$ cat src/dpv_sqrt_cell.sv
`timescale 1ns / 1ps
// ----------------------------------------------------------------------------
// dpv_sqrt_cell
// One restoring square root step: retires one root bit per cell.
// ----------------------------------------------------------------------------
module dpv_sqrt_cell #(
    parameter int RB = 25
) (
    input  logic              clk,
    input  logic              en,
    input  logic [2*RB-1:0]   rad_in,
    input  logic [RB+1:0]     rem_in,
    input  logic [RB-1:0]     root_in,
    output logic [2*RB-1:0]   rad_out,
    output logic [RB+1:0]     rem_out,
    output logic [RB-1:0]     root_out
);

    logic [2*RB-1:0] rad_reg;
    logic [RB+1:0]   rem_reg;
    logic [RB-1:0]   root_reg;
    logic [RB+1:0]   part;
    logic [RB+1:0]   trial;
    logic            fits;

    always_comb
    begin
        part  = {rem_in[RB-1:0], rad_in[2*RB-1 -: 2]};
        trial = {root_in, 2'b01};
        fits  = (part >= trial);
    end

    always_ff @(posedge clk)
    begin
        if (en)
        begin
            rad_reg  <= {rad_in[2*RB-3:0], 2'b00};
            rem_reg  <= fits ? (part - trial) : part;
            root_reg <= {root_in[RB-2:0], fits};
        end
    end

    assign rad_out  = rad_reg;
    assign rem_out  = rem_reg;
    assign root_out = root_reg;

endmodule

$ cat config.mk
export PLATFORM = sky130hd
export DESIGN_NAME = dpv_sqrt_cell
export DESIGN_NICKNAME = d
export VERILOG_FILES = /design/src/dpv_sqrt_cell.sv
export SDC_FILE = /design/constraint.sdc
export NUM_CORES = 1
export LEC_CHECK = 0
export ABC_AREA = 1
export ABC_CLOCK_PERIOD_IN_PS = 2690
export BUFFER_PORTS_ARGS = -buffer_cell sky130_fd_sc_hd__buf_2
export CORE_MARGIN = 2
export CORE_UTILIZATION = 50
export CTS_CLUSTER_SIZE = 14
export DETAILED_ROUTE_END_ITERATION = 8
export GPL_TIMING_DRIVEN = 0
export HOLD_SLACK_MARGIN = 0.08
export PLACE_DENSITY = 0.81
export SETUP_SLACK_MARGIN = 0.1
export SLEW_MARGIN = 5
export SYNTH_ARGS = -nofsm -noshare
export SYNTH_HDL_FRONTEND = slang
export SYNTH_SLANG_ARGS = --single-unit
$ cat constraint.sdc
create_clock -name clk -period 2.69 [get_ports clk]
set_clock_uncertainty 0.2 [all_clocks]
set_input_delay 0.538 -clock clk [delete_from_list [all_inputs] [get_ports clk]]
set_output_delay 0.538 -clock clk [all_outputs]
set_load 0.01 [all_outputs]
==> run_results.csv <==
group,metric,value,unit
power,powerDensity,542,nW/um^2
global_route,grt_max_degree,65,
logic_synthesis,muxShareOfSynthArea,0,%
placed_design,placed_cells,981,
floorplanning,core.rowCount,38,
logic_synthesis,syn_inst,638,
placed_design,detailed_place_hpwl,11200,um
detailed_routing,routed_wl,14300,um
final_layout,postLayoutCellArea,7030,sq um
global_route,grt_pass1_vias,4480,
sta,grt_setup_unrepaired,"false",
power,peakVddDrop,0.000267,V
final_layout,layout-drive-gt1-share,28.7,%
logic_synthesis,synth_xor_area_share,2.20,%
clock_tree,ctsRootBufferMaster,"clkbuf_8",
sta,layout_setup_ws,0.215,ns
logic_synthesis,syn_area,5580,sq um
min_path,hold_class,"input pin to register",
clock_tree,cts_made_buffers,9,
logic_synthesis,synth_fa_ha_area_share,6.05,%
detailed_routing,ant_nets,0,
placed_design,place_congestion,0.952,
placed_design,placed_cell_area,6800,sq um
floorplanning,initial_utilization,51.3,%
clock_tree,htree_levels,3,
logic_synthesis,ys_types,29,
sta,min_period_over_period,92.0,%
logic_synthesis,synth-seq-cells,100,
min_path,min_from,"rad_in[21]",
sta,hold_viol_final,0,
floorplanning,io_pins,206,
power,power.leakage,3.74,nW
sta,whs,0.132,ns
critical_path,path_cells,"buf_2, inv_1, ha_1, nand2_1, nor2_2, nand2_2, nor3_4, nand3_4, nand3_2, buf_2, nand3_1, nand2_1",
logic_synthesis,synthSimpleGateAreaFrac,24.8,%
global_route,grt_pass1_wl,21500,um
critical_path,slowest_delay,0.34,ns
power,p_total,3.81,mW
floorplanning,fp.dieW,110,um
critical_path,startpoint_type,"input pin",
detailed_routing,vias,4865,
placed_design,pre_cts_slack,-0.191,ns
critical_path,cp.required,2.73,ns
clock_tree,cts_sinks,100,
sta,drv_slew,0,
critical_path,crit_fanout,10,
final_layout,layout_commonest_cell,"nand2_1",
logic_synthesis,synth_top_family_by_area,"simple AND/OR/NAND/NOR gates",
clock_tree,cts.path.max_buffers,2,
detailed_routing,wl_per_cell,14.3,um
global_route,antenna_found_initial,0,
clock_tree,cts_tree,"yes",
min_path,hold_path_end,"rad_out[23]$_DFFE_PP_",
logic_synthesis,yosysWarnings,0,
final_layout,fin_cells,1001,
detailed_routing,viasPerCell,4.86,
status,outcome,"completed",
sta,finalCriticalPeriod,2.48,ns
placed_design,io_buffer_count,201,
critical_path,cp_slowest_cell,"ha_1",
logic_synthesis,ys_seq_area_share,53.8,%
global_route,overflow,0,
global_route,grt_usage,23.6,%
final_layout,fin_util,64.6,%
sta,fmax,0.404,GHz
final_layout,num_antenna_cells,0,
sta,setup_tns,0,ns
sta,relSlewSlack,65.8,%
run,cap_violations,0,
floorplanning,core_area,10900,sq um
detailed_routing,drc,0,
detailed_routing,firstDrtPassIters,5,
final_layout,syn2layout_area_growth,25.9,%
logic_synthesis,syn_avg_cell_area,8.75,sq um
clock_tree,path_clk_slew,0.11,ns
detailed_routing,drt_iter0_markers,328,
floorplanning,dieHeight,110,um
critical_path,crit_arrival,2.52,ns
min_path,hold-path-cell-count,1,
logic_synthesis,synth-compound-area-share,2.76,%
final_layout,final_nets,987,
sta,finalSetupViolCount,0,
critical_path,crit_type,"input pin to register",
final_layout,final_cell_mix,"nand2_1, buf_2, inv_1, edfxtp_1, nor2_1",
critical_path,worstSetupEndpointType,"register",
sta,worst_slew_pin_slew,0.513,ns
floorplanning,dieArea,12000,sq um
## sequential cells by signal (all words and copies together), names as in the netlist
| signal | cells |
|---|---|
| root_out | 25 |
| rem_out | 27 |
| rad_out | 48 |
## worst max-delay path by stage
| stage | endpoint | slack [ns] | from |
|---|---|---|---|
| after floorplan | rem_out[22]$_DFFE_PP_ | 0.31 | root_in[12] |
| after global placement | rem_out[24]$_DFFE_PP_ | -0.19 | root_in[12] |
| after detailed placement | rem_out[20]$_DFFE_PP_ | -0.19 | root_in[7] |
| after CTS | rem_out[24]$_DFFE_PP_ | 0.20 | root_in[12] |
| after global routing | rem_out[23]$_DFFE_PP_ | 0.10 | root_in[18] |
| final | rem_out[20]$_DFFE_PP_ | 0.21 | root_in[17] |
## power by group
| group | total [mW] | switching (mW) | internal [mW] |
|---|---|---|---|
| Sequential | 1.93 | 0.0332 | 1.89 |
| Combinational | 0.925 | 0.573 | 0.352 |
| Clock | 0.958 | 0.596 | 0.362 |
| Total | 3.81 | 1.20 | 2.61 |
## cells by family (layout without fill, tap and decap cells)
group                    after synthesis  after routing
other                                  1              2
AND/OR/NAND/NOR                      321            321
flip-flops                           100            100
XOR/XNOR                              14             14
buffers and inverters                147            369
AO/OA/AOI/OAI                         28             28
adder cells (fa/ha/maj)               27             27
## Yosys cell counts
cell / count / share of area [%]
buf_2: 2 / 0.18
xnor2_1: 1 / 0.16
o21bai_1: 1 / 0.13
nand3_2: 1 / 0.18
a21oi_1: 13 / 1.2
o21ai_0: 13 / 1.2
inv_1: 137 / 9.2
a21oi_4: 1 / 0.29
nand2_1: 216 / 15
buf_1: 1 / 0.067
or2_2: 1 / 0.11
nor2_2: 3 / 0.34
nand3_4: 1 / 0.31
nand2_2: 4 / 0.45
nor2_4: 1 / 0.20
clkbuf_1: 2 / 0.13
nor3b_2: 1 / 0.22
nor2_1: 34 / 2.3
nand3_1: 32 / 2.9
nand3b_1: 5 / 0.67
nand4_1: 21 / 2.4
conb_1: 1 / 0.067
buf_4: 2 / 0.27
edfxtp_1: 100 / 54
inv_2: 1 / 0.067
ha_1: 27 / 6.1
nor3_4: 1 / 0.29
buf_6: 2 / 0.40
xor2_1: 13 / 2.0
## layer usage
metal	wire (um)	global-route usage, %	vias up
li1	-	-	2456
met1	5970	29.9	2205
met3	970	4.03	21
met4	270	6.51	0
met5	0	0	-
met2	7120	41.6	183
## area by class of cell
type                    instances  area, sq um
fillers                       920         3860
flip-flops and latches        100         3000
well taps                     140          175
multi-input cells             392         2010
clock inverters                 7         67.6
repair buffers                206         1070
clock buffers                   9          124
plain buffers                   9         62.6
inverters                     138          518
## critical path: cells and delay by family
family / cells / cell delay [ns]
adders and majority gates: 1 / 0.34
and+or+nand+nor: 8 / 1.25
buffers and inverters: 3 / 0.38
## repair_timing
action,in CTS,in global routing
gates resized for setup,0,7
hold buffers,0,0
setup endpoints to repair,0,22
setup buffers,0,4
Power figures use the tool's default switching activity.
