## config.mk

```make
export PLATFORM = sky130hd
export DESIGN_NAME = dpv_div_cell
export DESIGN_NICKNAME = d
export VERILOG_FILES = /design/src/dpv_pkg.sv /design/src/dpv_div_cell.sv
export SDC_FILE = /design/constraint.sdc
export NUM_CORES = 1
export LEC_CHECK = 0
export ABC_AREA = 1
export BUFFER_PORTS_ARGS = -buffer_cell sky130_fd_sc_hd__buf_2
export CORE_MARGIN = 4
export CORE_UTILIZATION = 44
export CTS_CLUSTER_DIAMETER = 100
export DETAILED_ROUTE_END_ITERATION = 8
export GPL_TIMING_DRIVEN = 0
export PLACE_DENSITY_LB_ADDON = 0.3
export REMOVE_ABC_BUFFERS = 1
export SETUP_SLACK_MARGIN = 0.3
export SLEW_MARGIN = 30
export SYNTH_ARGS = -nofsm -noshare
export SYNTH_HDL_FRONTEND = slang
export SYNTH_SLANG_ARGS = --single-unit
export TNS_END_PERCENT = 20
```

## constraint.sdc

```tcl
create_clock -name clk -period 2.56 [get_ports clk]
set_input_delay 0.768 -clock clk [delete_from_list [all_inputs] [get_ports clk]]
set_output_delay 0.768 -clock clk [all_outputs]
set_load 0.01 [all_outputs]
```

## src/dpv_pkg.sv

```systemverilog
`timescale 1ns / 1ps
// ----------------------------------------------------------------------------
// dpv_pkg
// Shared constants and the CORDIC arctangent table for the polar velocity unit.
// ----------------------------------------------------------------------------
package dpv_pkg;

    localparam int COORD_BITS_DEF    = 24;
    localparam int FRAC_BITS_DEF     = 8;
    localparam int CORDIC_STAGES_DEF = 16;

    localparam int TT_BITS = 8;
    localparam logic [TT_BITS-1:0] TT_RESET = 8'd3;

    // angle accumulator fraction bits and vector guard bits
    localparam int ANG_FRAC = 24;
    localparam int GUARD    = 24;
    localparam int ACC_BITS = 34;

    // atan(2^-i) in degrees, scaled by 2^24, rounded
    function automatic logic [31:0] atan_deg(input int idx);
        logic [31:0] v;
        case (idx)
            0:  v = 32'd754974720;
            1:  v = 32'd445687602;
            2:  v = 32'd235489088;
            3:  v = 32'd119537938;
            4:  v = 32'd60000934;
            5:  v = 32'd30029717;
            6:  v = 32'd15018523;
            7:  v = 32'd7509720;
            8:  v = 32'd3754917;
            9:  v = 32'd1877466;
            10: v = 32'd938734;
            11: v = 32'd469367;
            12: v = 32'd234684;
            13: v = 32'd117342;
            14: v = 32'd58671;
            15: v = 32'd29335;
            16: v = 32'd14668;
            17: v = 32'd7334;
            18: v = 32'd3667;
            19: v = 32'd1833;
            20: v = 32'd917;
            21: v = 32'd458;
            22: v = 32'd229;
            23: v = 32'd115;
            24: v = 32'd57;
            25: v = 32'd29;
            26: v = 32'd14;
            27: v = 32'd7;
            28: v = 32'd4;
            29: v = 32'd2;
            30: v = 32'd1;
            default: v = 32'd0;
        endcase
        return v;
    endfunction

endpackage

```

## src/dpv_div_cell.sv

```systemverilog
`timescale 1ns / 1ps
// ----------------------------------------------------------------------------
// dpv_div_cell
// One restoring division step by the travel time: one quotient bit per cell.
// ----------------------------------------------------------------------------
module dpv_div_cell
    import dpv_pkg::*;
#(
    parameter int DW = 26
) (
    input  logic               clk,
    input  logic               en,
    input  logic [TT_BITS-1:0] divisor,
    input  logic [DW-1:0]      num_in,
    input  logic [TT_BITS-1:0] rem_in,
    input  logic [DW-1:0]      q_in,
    output logic [DW-1:0]      num_out,
    output logic [TT_BITS-1:0] rem_out,
    output logic [DW-1:0]      q_out
);

    logic [DW-1:0]      num_reg;
    logic [TT_BITS-1:0] rem_reg;
    logic [DW-1:0]      q_reg;
    logic [TT_BITS:0]   part;
    logic [TT_BITS:0]   diff;
    logic               fits;

    always_comb
    begin
        part = {rem_in, num_in[DW-1]};
        diff = part - {1'b0, divisor};
        fits = (part >= {1'b0, divisor});
    end

    always_ff @(posedge clk)
    begin
        if (en)
        begin
            num_reg <= {num_in[DW-2:0], 1'b0};
            rem_reg <= fits ? diff[TT_BITS-1:0] : part[TT_BITS-1:0];
            q_reg   <= {q_in[DW-2:0], fits};
        end
    end

    assign num_out = num_reg;
    assign rem_out = rem_reg;
    assign q_out   = q_reg;

endmodule

```

==> results.md, run 1 <==
* Crit path buf inv count at 2
* Placed wire-length estimate at about 4400 µm
* PwrDens at ~750 nW/µm²
* Ports at between 100 and 150
* Slew Viols, Final at 0
* Max-Slew Margin vs Limit at 53.42%
* Met3 WL at approximately 500 µm
* Die width at approximately 82 µm
* Pleak at approximately 0.0016 µW
* Number of antenna diodes at 0
* Worst hold path type: input port to flop
* Top sig layer: met4
* CP Launch Type: input port
* Area post-placement at between 3000 and 4000 µm²
* Mapped cell area at about 2400 µm²
* GRT Total Usage at about 16%
* Mapped Cells at 170
* Initial antenna violation count at 0
* Vias in the first global route at 1,658
* # setup viols final at 0
* CP Capture Type: flop
* Worst EP required at roughly 2.6 ns
* Die Y at about 82 µm
* Final Instance Area at roughly 3400 µm²
* Max Cap Violations at 0
* Area Overhead vs Synth at 39.31%
* Setup TNS Final at 0 ns
* Unrepaired setup endpoints after global routing: no
* Final #Nets at approximately 390
* CTS tree: done
* Vias/cell at 4.463
* Drt pass-1 iters at 4
* Via count at approximately 1.7k
* Combinational Power Share at approximately 14%
* P_int at about 2000 µW
* #FFs+latches synth at 59
* Root buf cell: clkbuf_8
* Hold depth at 1
* Seq/Total Area, Yosys at between 70% and 80%
* Critical path class: input port to flop
* Drt wl/cell at approximately 14 µm
* Synth warn at 0
* Arr. time, crit path at between 2 and 2.5 ns
* Clock Power Share at ~40%
* H-tree depth at 3
* Rows at 26
* Fmax at between 400 and 500 MHz
* First-pass GRT wire length at between 7000 and 8000 µm
* Largest net degree at the start of global routing at 60
* Clock Path Buffers at 2
* Tightest Pin Transition at roughly 0.70 ns
* Critical path peak fanout at 9
* DRC viols at 0
* IO Port Bufs at around 130
* Remaining Overflow, GRT at 0
* Final ANT Viol Nets at 0
* Tcrit/Tclk final at around 79%
* Critical-path cell list: buf_2 -> inv_1 -> ha_1 -> nand2_1 -> nand2_1 -> nand2_1 -> nand2_2 -> nor2_4 -> nand2_8 -> nand2_2 -> nand2_1
* Unique cell type count in the Yosys netlist at 21
* Post_cts resized at 0
* Core footprint at roughly 5200 µm²
* WL final at 5438 µm
* Power share of the sequential group at ~47%
* Final hold vios at 0
* Min Tclk post-route at a little over 2 ns
* Switching part of the total power at 22.73%
* Switching Power at about 580 µW
* Syn Area/Cell at approximately 14 µm²
* Clk sink count at ~60
* CP dominant cell by count: nand2_1
* Drt first-iter violations at 66
* Gpl congestion at 0.7727
* VDD IR max at roughly 450 µV
* Post-CTS setup buffer count at 0
* Clock transition at path regs at around 0.07 ns
* Top Family by Delay on Critical Path: simple AND/OR/NAND/NOR gates
* CP max stage delay at 0.35 ns
* Initial Utilization at a little under half
* Share of cells above drive strength 1 at approximately 54%
* Hold EP: q_out[22]$_DFFE_PP_
* Routed met2 length at ~2700 µm
* HP Start: q_in[21]
* Wire length on met1 at between 2000 and 2500 µm
* Outcome: finished, final reports clean
* Total die area at a little under 7000 µm²
* Cts hold-fix bufs at 0
* Slowest CP cell: ha_1
* Cts bufs inserted at 9
-- synth_stat cells --
cell	count	area, µm²
ha_1	8	100.1
inv_1	23	86.33
nand2_8	1	20.02
xnor2_1	2	17.52
buf_4	1	7.510
nand2_2	16	100.1
nor2_1	4	15.01
nand3_4	1	17.52
nor3_2	1	10.01
xor2_1	1	8.760
nand3_1	14	70.07
fa_1	1	20.02
or2_4	1	8.760
clkinv_1	1	3.750
nand4_1	1	6.260
a21oi_1	2	10.01
conb_1	1	3.750
nand2_4	2	22.52
edfxtp_1	59	1772
nand2_1	27	101.4
nor2_4	3	33.78
-- sequential cells by signal (all words and copies together) (netlist names) --
signal   count
num_out     25
q_out       26
rem_out      8
-- placed cells by master, fill, tap and decap left out --
| master | synthesis | final |
|---|---|---|
| buf_2 | 0 | 126 |
| edfxtp_1 | 59 | 59 |
| nand2_1 | 27 | 27 |
| inv_1 | 23 | 23 |
| nand2_2 | 16 | 16 |
| nand3_1 | 14 | 14 |
| clkbuf_8 | 0 | 9 |
| ha_1 | 8 | 8 |
| nor2_1 | 4 | 4 |
| nor2_4 | 3 | 3 |
| bufinv_16 | 0 | 3 |
| clkinv_1 | 1 | 2 |
| nand2_4 | 2 | 2 |
| a21oi_1 | 2 | 2 |
| xnor2_1 | 2 | 2 |
| or2_4 | 1 | 1 |
| nand3_4 | 1 | 1 |
| nor3_2 | 1 | 1 |
| nand2_8 | 1 | 1 |
| nand4_1 | 1 | 1 |
| xor2_1 | 1 | 1 |
| fa_1 | 1 | 1 |
| conb_1 | 1 | 1 |
| clkinvlp_4 | 0 | 1 |
| inv_6 | 0 | 1 |
| clkinv_2 | 0 | 1 |
| buf_4 | 1 | 1 |
-- stage by stage --
step	total power [µW]	setup slack, ns	utilization [%]	std cells	hold WS [ns]
final	2535	0.5373	64.76	382	0.6213
after global routing	2666	0.4174	64.76	382	0.5878
after CTS	2571	0.5469	64.76	382	0.6018
after detailed placement	1570	0.2047	60.20	366	0.9464
after global placement	1558	0.2146	60.15	366	0.9445
after floorplan	1390	0.4852	-	169	0.8669
-- logic make-up after synthesis --
group                    after synthesis  synth area share (%)
XOR/XNOR                               3                 1.079
buffers and inverters                 25                 4.008
adder cells (fa/ha/maj)                9                 4.933
AO/OA/AOI/OAI                          2                0.4111
flip-flops                            59                 72.76
AND/OR/NAND/NOR                       71                 16.65
other                                  1                0.1540
-- layer usage --
layer | track usage [%] | vias up
met4 | 7.475 | 0
met2 | 27.96 | 88
li1 | - | 851
met3 | 4.121 | 6
met5 | 0 | -
met1 | 18.40 | 760
-- power groups by stage --
| stage | Combinational, µW | Sequential, µW | Clock, µW |
|---|---|---|---|
| 6_report | 359 | 1180 | 994 |
| 5_1_grt | 401 | 1190 | 1080 |
| 4_1_cts | 367 | 1180 | 1020 |
| 3_5_place_dp | 367 | 1200 | 0 |
| 3_3_place_gp | 357 | 1200 | 0 |
| 2_1_floorplan | 137 | 1250 | 0 |
-- cell type report --
type / instances / area [µm²]
Clock inverter: 7 / 115.1
Clock buffer: 9 / 123.9
Timing Repair Buffer: 127 / 638.1
Sequential cell: 59 / 1772
Fill cell: 430 / 1846
Multi-Input combinational cell: 86 / 565.5
Tap cell: 70 / 87.58
Inverter: 24 / 90.09
-- worst max-delay path by stage --
stage | startpoint | to | cells past startpoint
finish | divisor[6] | rem_out[6]$_DFFE_PP_ | 11
global route | divisor[6] | rem_out[5]$_DFFE_PP_ | 11
CTS | divisor[6] | rem_out[6]$_DFFE_PP_ | 11
detailed placement | divisor[6] | rem_out[6]$_DFFE_PP_ | 11
global placement | divisor[6] | rem_out[7]$_DFFE_PP_ | 11
floorplan | divisor[2] | rem_out[7]$_DFFE_PP_ | 9
No activity file was read; power rests on OpenSTA's default activity.
==> inputs of run 2 (changes only) <==
Settings changed: ABC_AREA 1 to 0, CORE_UTILIZATION 44 to 39.
Clock period 2.56 ns to 1.7 ns, I/O delays scaled along.
==> run 2 against run 1 <==
  * The run now ends with negative setup slack left
  * Clock power is 14% higher
  * Flip-flop and latch count stayed put
  * Clock-buffer cell count is 2 higher
  * Non-clock buffer count is 9 higher
  * Wire length is 1.7% higher
  * First-iteration DRC count is 7.6% higher
  * Largest cell class unchanged
  * Synthesized cell count is 25% lower
  * Highest routed layer unchanged
  * Sequential power is 51% higher
  * Final cell count is 9.2% lower
  * Utilization is 2.8 points lower
  * Worst hold slack worse by 0.26 ns
==> results.md, run 2 <==
* Outcome: complete, but fails checks
* Failing checks: negative setup slack
* Top area cells in the synthesized netlist: edfxtp_1 (76%), ha_1 (4.3%), mux2_4 (3.9%), inv_1 (1.9%), xnor2_1 (1.1%)
* Syn Area/Cell at 18.29 µm² (+28%)
* # setup viols final at 9 (+9)
* Gpl congestion at 0.8168 (+5.7%)
* Area Overhead vs Synth at 50.43%
* Largest net degree at the start of global routing at 60 (unchanged)
* Mapped Cells at 127 (-25%)
* Cts hold-fix bufs at 0 (unchanged)
* Tcrit/Tclk final at 116.1%
* Pleak at 0.001509 µW (-5.7%)
* Arr. time, crit path at 2.05 ns (-0.05 ns)
* Via count at 1,652 (-3.1%)
* Drt pass-1 iters at 4 (unchanged)
* Total die area at 7253 µm² (+6.8%)
* Critical path peak fanout at 5 (-4)
* GRT Total Usage at 15.48% (-0.58 points)
* Fmax at about 500 MHz
* PwrDens at 1018 nW/µm² (+36%)
* Top FF cell, synth: edfxtp_1
* Root buf cell: clkbuf_8
* Core footprint at 5642 µm² (+7.7%)
* First-pass GRT wire length at 8431 µm (+8.0%)
* Power share of the sequential group at 50.1% (+3.5 points)
* #FFs+latches synth at 59 (unchanged)
* Combinational Power Share at 18.1% (+3.9 points)
* Final ANT Viol Nets at 0 (unchanged)
* Final hold vios at 0 (unchanged)
* Area post-placement at 3020 µm² (-4.2%)
* IO Port Bufs at 127 (unchanged)
* Most frequent cells in the layout: buf_2 (118), edfxtp_1 (59), buf_4 (10)
* Max Cap Violations at 0 (unchanged)
* Clock Path Buffers at 2 (unchanged)
* Switching Power at 815.7 µW (+42%)
* Final #Nets at 350 (-9.3%)
* Utilization after layout at 61.92% (-2.8 points)
* CP max stage delay at 0.34 ns (about the same)
* Share of cells above drive strength 1 at 65.82% (+12 points)
* H-tree depth at 3 (unchanged)
* Clk sink count at 59 (unchanged)
* Post-synth top area share at 76.29% (+3.5 points)
* Min Tclk post-route at about 2 ns
* Max-Slew Margin vs Limit at 50.95% (-2.5 points)
* Number of enable flip-flop cells after synthesis at 59 (unchanged)
* Number of antenna diodes at 0 (unchanged)
* DRC viols at 0 (unchanged)
* Worst hold path type: input port to flop
* Seq/Total Area, Yosys at 76.29% (+3.5 points)
* Mapped cell area at 2322 µm² (-4.6%)
* Vias/cell at 4.761 (+6.7%)
* P_int at 2741 µW (+40%)
* CTS tree: done
* Final Non-Filler Cells at 347 (-9.2%)
* CP Capture Type: flop
* Critical-path cell list: buf_2 -> inv_2 -> ha_4 -> nor2b_2 -> o31a_1 -> buf_4 -> a311o_1 -> mux2_4
* Unique cell type count in the Yosys netlist at 31 (+48%)
* VDD IR max at 570.6 µV (+26%)
* Die Y at 85.17 µm (+3.4%)
* Tightest Pin Transition at 0.7357 ns (+0.03704 ns)
* Synth warn at 0 (unchanged)
* Initial Utilization at 41.16% (-5.3 points)
* WL final at 5529 µm (+1.7%)
* Drt first-iter violations at 71 (+7.6%)
* Remaining Overflow, GRT at 0 (unchanged)
* Clock transition at path regs at 0.06 ns (about the same)
* Rows at 27 (+3.8%)
* Vias in the first global route at 1,643 (-0.90%)
* Commonest non-fill, non-tap cell in the layout: buf_2
* Post-synth top area cell: edfxtp_1
* CP Launch Type: input port
* Slowest CP cell: a311o_1
* Worst EP required at 1.78 ns (-0.85 ns)
* Hold EP: num_out[9]$_DFFE_PP_
* Unrepaired setup endpoints after global routing: yes
* Count leader, synth: edfxtp_1
* Final Instance Area at 3493 µm² (+3.0%)
* Number of flip-flops in the largest register at 26 (unchanged)
* Critical path class: input port to flop
* HP Start: num_in[8]
* FFs w/ async S/R, synth at 0% (unchanged)
* Slew Viols, Final at 0 (unchanged)
* Initial antenna violation count at 0 (unchanged)
* Total power at 3556 µW (+40%)
* Ports at 130 (unchanged)
* Cts bufs inserted at 9 (unchanged)
* Die width at 85.17 µm (+3.4%)
* Placed wire-length estimate at 3870 µm (-12%)
* Commonest cells post-synth: edfxtp_1 (59), inv_1 (12), ha_1 (8)
* Dpl cells at 323 (-12%)
* Slack of the critical path at -0.2732 ns (-0.8105 ns)
* Hold depth at 1 (unchanged)
* Drt wl/cell at 15.93 µm (+12%)
* Fillers at 451 (+4.9%)
* Clock Power Share at 31.9% (-7.3 points)
* Switching part of the total power at 22.94% (+0.21 points)
==> run 2: cell types whose count changed after synthesis, sizes merged, moves of 3 or more <==
cell   change
a21o       +3
nand2     -45
nor2       -3
inv       -11
mux2       +6
nand3     -13
==> run 2: cell families (layout without fill, tap and decap cells) <==
family / after synthesis / after routing / synth area share, %
fa+ha+maj: 9 / 9 / 5.173
mux: 8 / 8 / 4.742
flops: 59 / 59 / 76.29
other cells: 1 / 1 / 0.1615
xor+xnor: 3 / 3 / 1.132
buf+inv: 15 / 163 / 3.233
compound gates: 17 / 17 / 5.980
simple gates: 15 / 15 / 3.287
==> run 2: power by group through the flow <==
stage	Combinational (µW)	Sequential, µW	Clock (µW)
final	642	1780	1130
after global routing	691	1790	1270
after CTS	577	1780	1170
after detailed placement	518	1810	0
after global placement	507	1810	0
after floorplan	182	1890	0
==> run 2: stage by stage <==
step,hold WS [ns],setup TNS [ns],setup WS [ns]
final,0.3619,-1.982,-0.2732
after detailed placement,0.6881,-8.738,-1.037
after CTS,0.3375,-2.014,-0.2945
after global routing,0.3208,-2.176,-0.2950
after floorplan,0.6089,-6.124,-0.7534
after global placement,0.6866,-17.89,-1.009
==> run 2: metal layers <==
metal | share of wire [%] | wire (µm) | track usage, %
met5 | 0 | 0 | 0
met4 | 2.7 | 150 | 8.058
met3 | 11 | 598 | 6.214
met2 | 49 | 2727 | 25.49
met1 | 37 | 2052 | 17.20
==> run 2: timing repair <==
action                                  in CTS  in global routing
buffers inserted                             5                  4
pin swaps                                    6                  9
endpoints found under the setup margin       9                 19
resized for setup                           19                 26
gates cloned                                 0                  0
==> run 2: layout make-up <==
type | count | area (µm²) | area share, %
clock buffers | 11 | 131.4 | 3.761
clock inverters | 4 | 42.54 | 1.218
inverters | 12 | 50.05 | 1.433
multi-input cells | 53 | 648.1 | 18.55
flip-flops and latches | 59 | 1772 | 50.72
well taps | 72 | 90.09 | 2.579
repair buffers | 136 | 759.5 | 21.74
==> run 2: how the worst max path moves through the flow <==
stage / from / to
after floorplan: divisor[6] / rem_out[2]$_DFFE_PP_
after global placement: divisor[6] / rem_out[5]$_DFFE_PP_
after detailed placement: divisor[6] / rem_out[5]$_DFFE_PP_
after CTS: num_in[25] / rem_out[6]$_DFFE_PP_
after global routing: divisor[2] / rem_out[6]$_DFFE_PP_
final: divisor[2] / rem_out[6]$_DFFE_PP_
==> run 2: worst max-delay path: cells and delay by family <==
kind                       cells  cell delay (ns)
adders and majority gates      1             0.22
buffers and inverters          3             0.31
and+or+nand+nor                1             0.16
AOI/OAI and AO/OA              2             0.60
muxes                          1             0.26
==> inputs of run 3 (changes only) <==
--- a/constraint.sdc
+++ b/constraint.sdc
@@ -3,2 +3,2 @@
 set_output_delay 0.51 -clock clk [all_outputs]
-set_load 0.01 [all_outputs]
+set_load 0.02 [all_outputs]
==> run 3 against run 2 <==
  * The run still ends with negative setup slack left
  * Highest routed layer unchanged
  * Cell area up 5.9%
  * Via count down 1.2%
  * Worst hold slack about the same
  * Clock-buffer cell count unchanged
  * Clock power about the same
  * Wire length up 1.7%
  * Largest power group unchanged
  * Combinational power up 28%
  * Critical endpoint is now rem_out[4]$_DFFE_PP_
  * Total power up 5.5%
  * Critical path depth down 2
==> results.md, run 3 (synthesized netlist as in run 2, its figures left out) <==
* Most frequent cells in the layout: buf_2 (87), edfxtp_1 (59), buf_6 (38)
* Share of cells above drive strength 1 at 65.94% (+0.12 points)
* Fmax at 511.0 MHz (+0.82%)
* Drt pass-1 iters at 4 (unchanged)
* Unrepaired setup endpoints after global routing: yes
* Slowest CP cell: a2111oi_4
* Switching part of the total power at 24.80% (+1.9 points)
* CP Capture Type: flop
* Rows at 27 (unchanged)
* Number of flip-flops in the largest register at 26 (unchanged)
* Combinational Power Share at 21.9% (+3.8 points)
* Max-Slew Margin vs Limit at 51.63% (+0.67 points)
* Arr. time, crit path at 2.02 ns (-0.03 ns)
* Clk sink count at 59 (unchanged)
* WL final at 5622 µm (+1.7%)
* Clock Path Buffers at 2 (unchanged)
* Hold slack at 0.3616 ns (-0.0003490 ns)
* Final hold vios at 0 (unchanged)
* Number of antenna diodes at 0 (unchanged)
* PwrDens at 1014 nW/µm² (-0.42%)
* Initial Utilization at 41.16% (unchanged)
* Total die area at 7253 µm² (unchanged)
* DRC viols at 0 (unchanged)
* Critical-path cell list: buf_8 -> ha_4 -> a21o_1 -> a2111oi_4 -> o21a_4 -> mux2_4
* Clock Power Share at 30.2% (-1.7 points)
* Area post-placement at 3020 µm² (unchanged)
* Vias/cell at 4.693 (-1.4%)
* Critical path peak fanout at 8 (+3)
* Tightest Pin Transition at 0.7256 ns (-0.01011 ns)
* Commonest non-fill, non-tap cell in the layout: buf_2
* Initial antenna violation count at 0 (unchanged)
* First-pass GRT wire length at 8280 µm (-1.8%)
* Dpl cells at 323 (unchanged)
* P_int at 2821 µW (+2.9%)
* GRT Total Usage at 15.21% (-0.27 points)
* Core footprint at 5642 µm² (unchanged)
* Slack of the critical path at -0.2571 ns (+0.01611 ns)
* Worst EP required at 1.76 ns (-0.02 ns)
* Drt wl/cell at 16.16 µm (+1.4%)
* Remaining Overflow, GRT at 0 (unchanged)
* CP max stage delay at 0.37 ns (+0.03 ns)
* Min Tclk post-route at 1.957 ns (-0.01611 ns)
* IO Port Bufs at 127 (unchanged)
* Critical path class: input port to flop
* Ports at 130 (unchanged)
* Die Y at 85.17 µm (unchanged)
* Final ANT Viol Nets at 0 (unchanged)
* Root buf cell: clkbuf_8
* VDD IR max at 597.1 µV (+4.6%)
* Largest net degree at the start of global routing at 60 (unchanged)
* Area Overhead vs Synth at 59.38%
* CTS tree: done
* # setup viols final at 9 (unchanged)
* Failing checks: negative setup slack
* Final Instance Area at 3701 µm² (+5.9%)
* Drt first-iter violations at 39 (-45%)
* Via count at 1,633 (-1.2%)
* Placed wire-length estimate at 3870 µm (unchanged)
* Setup TNS Final at -1.926 ns (+0.05631 ns)
* Outcome: complete, but fails checks
* Clock transition at path regs at 0.06 ns (about the same)
* Final Non-Filler Cells at 348 (+0.29%)
* Worst hold path type: input port to flop
* Utilization after layout at 65.60% (+3.7 points)
* Gpl congestion at 0.8168 (unchanged)
* H-tree depth at 3 (unchanged)
* Cts hold-fix bufs at 0 (unchanged)
* CP Launch Type: input port
* Power share of the sequential group at 48.0% (-2.1 points)
* Die width at 85.17 µm (unchanged)
* Pleak at 0.001581 µW (+4.8%)
* Cts bufs inserted at 9 (unchanged)
* Final #Nets at 351 (+0.29%)
* Slew Viols, Final at 0 (unchanged)
* Switching Power at 930.7 µW (+14%)
* Tcrit/Tclk final at 115.1% (-0.95 points)
* Max Cap Violations at 0 (unchanged)
* Vias in the first global route at 1,622 (-1.3%)
run 3: changes by cell type in the layout (fill, tap and decap cells not counted):
cell	change
inv_1	+1
nor4_1	-1
buf_2	-31
buf_6	+31
inv_2	-1
buf_4	+1
nor4_2	+1
run 3: routing by layer:
layer  global-route usage, %  vias to the layer above  part of all wire, %
met5                       0                        -                    0
met4                   7.338                        0                  1.6
met3                   6.311                        8                   10
met2                   25.35                       99                   51
met1                   16.76                      755                   37
li1                        -                      771                    -
run 3: power groups by stage:
stage	registers, µW	logic, µW	clock network (µW)
floorplan	1990	183	0
global placement	1810	604	0
detailed placement	1810	615	0
CTS	1780	679	1170
global route	1810	871	1270
finish	1800	820	1130
run 3: final cells by class:
cell class	count	area, µm²
clock buffers	11	131.4
clock inverters	4	42.54
fillers	447	1941
inverters	12	50.05
multi-input cells	53	654.4
flip-flops and latches	59	1772
well taps	72	90.09
repair buffers	137	960.9
run 3: worst paths after layout:
check | startpoint | to | cells after the start
setup / recovery | rem_in[5] | rem_out[4]$_DFFE_PP_ | 6
hold / removal | num_in[8] | num_out[9]$_DFFE_PP_ | 1
run 3: per-stage QoR:
step / power [µW] / setup slack [ns]
after detailed placement: 2426 / -1.037
after global routing: 3948 / -0.2814
after floorplan: 2171 / -0.7534
after global placement: 2410 / -1.009
final: 3752 / -0.2571
after CTS: 3635 / -0.2945
run 3: repair_timing:
| action | 4_1_cts | 5_1_grt |
|---|---|---|
| pin swaps | 6 | 10 |
| buffers inserted | 5 | 5 |
| hold endpoints to repair | 0 | 0 |
| gates cloned | 0 | 0 |
| endpoints found under the setup margin | 10 | 43 |
| gates resized for setup | 23 | 88 |
run 3: worst max-delay path, delay by kind of cell:
kind	cells	cell delay, ns
AO/OA/AOI/OAI	3	0.85
multiplexers	1	0.31
adder cells (fa/ha/maj)	1	0.25
buffers and inverters	1	0.10
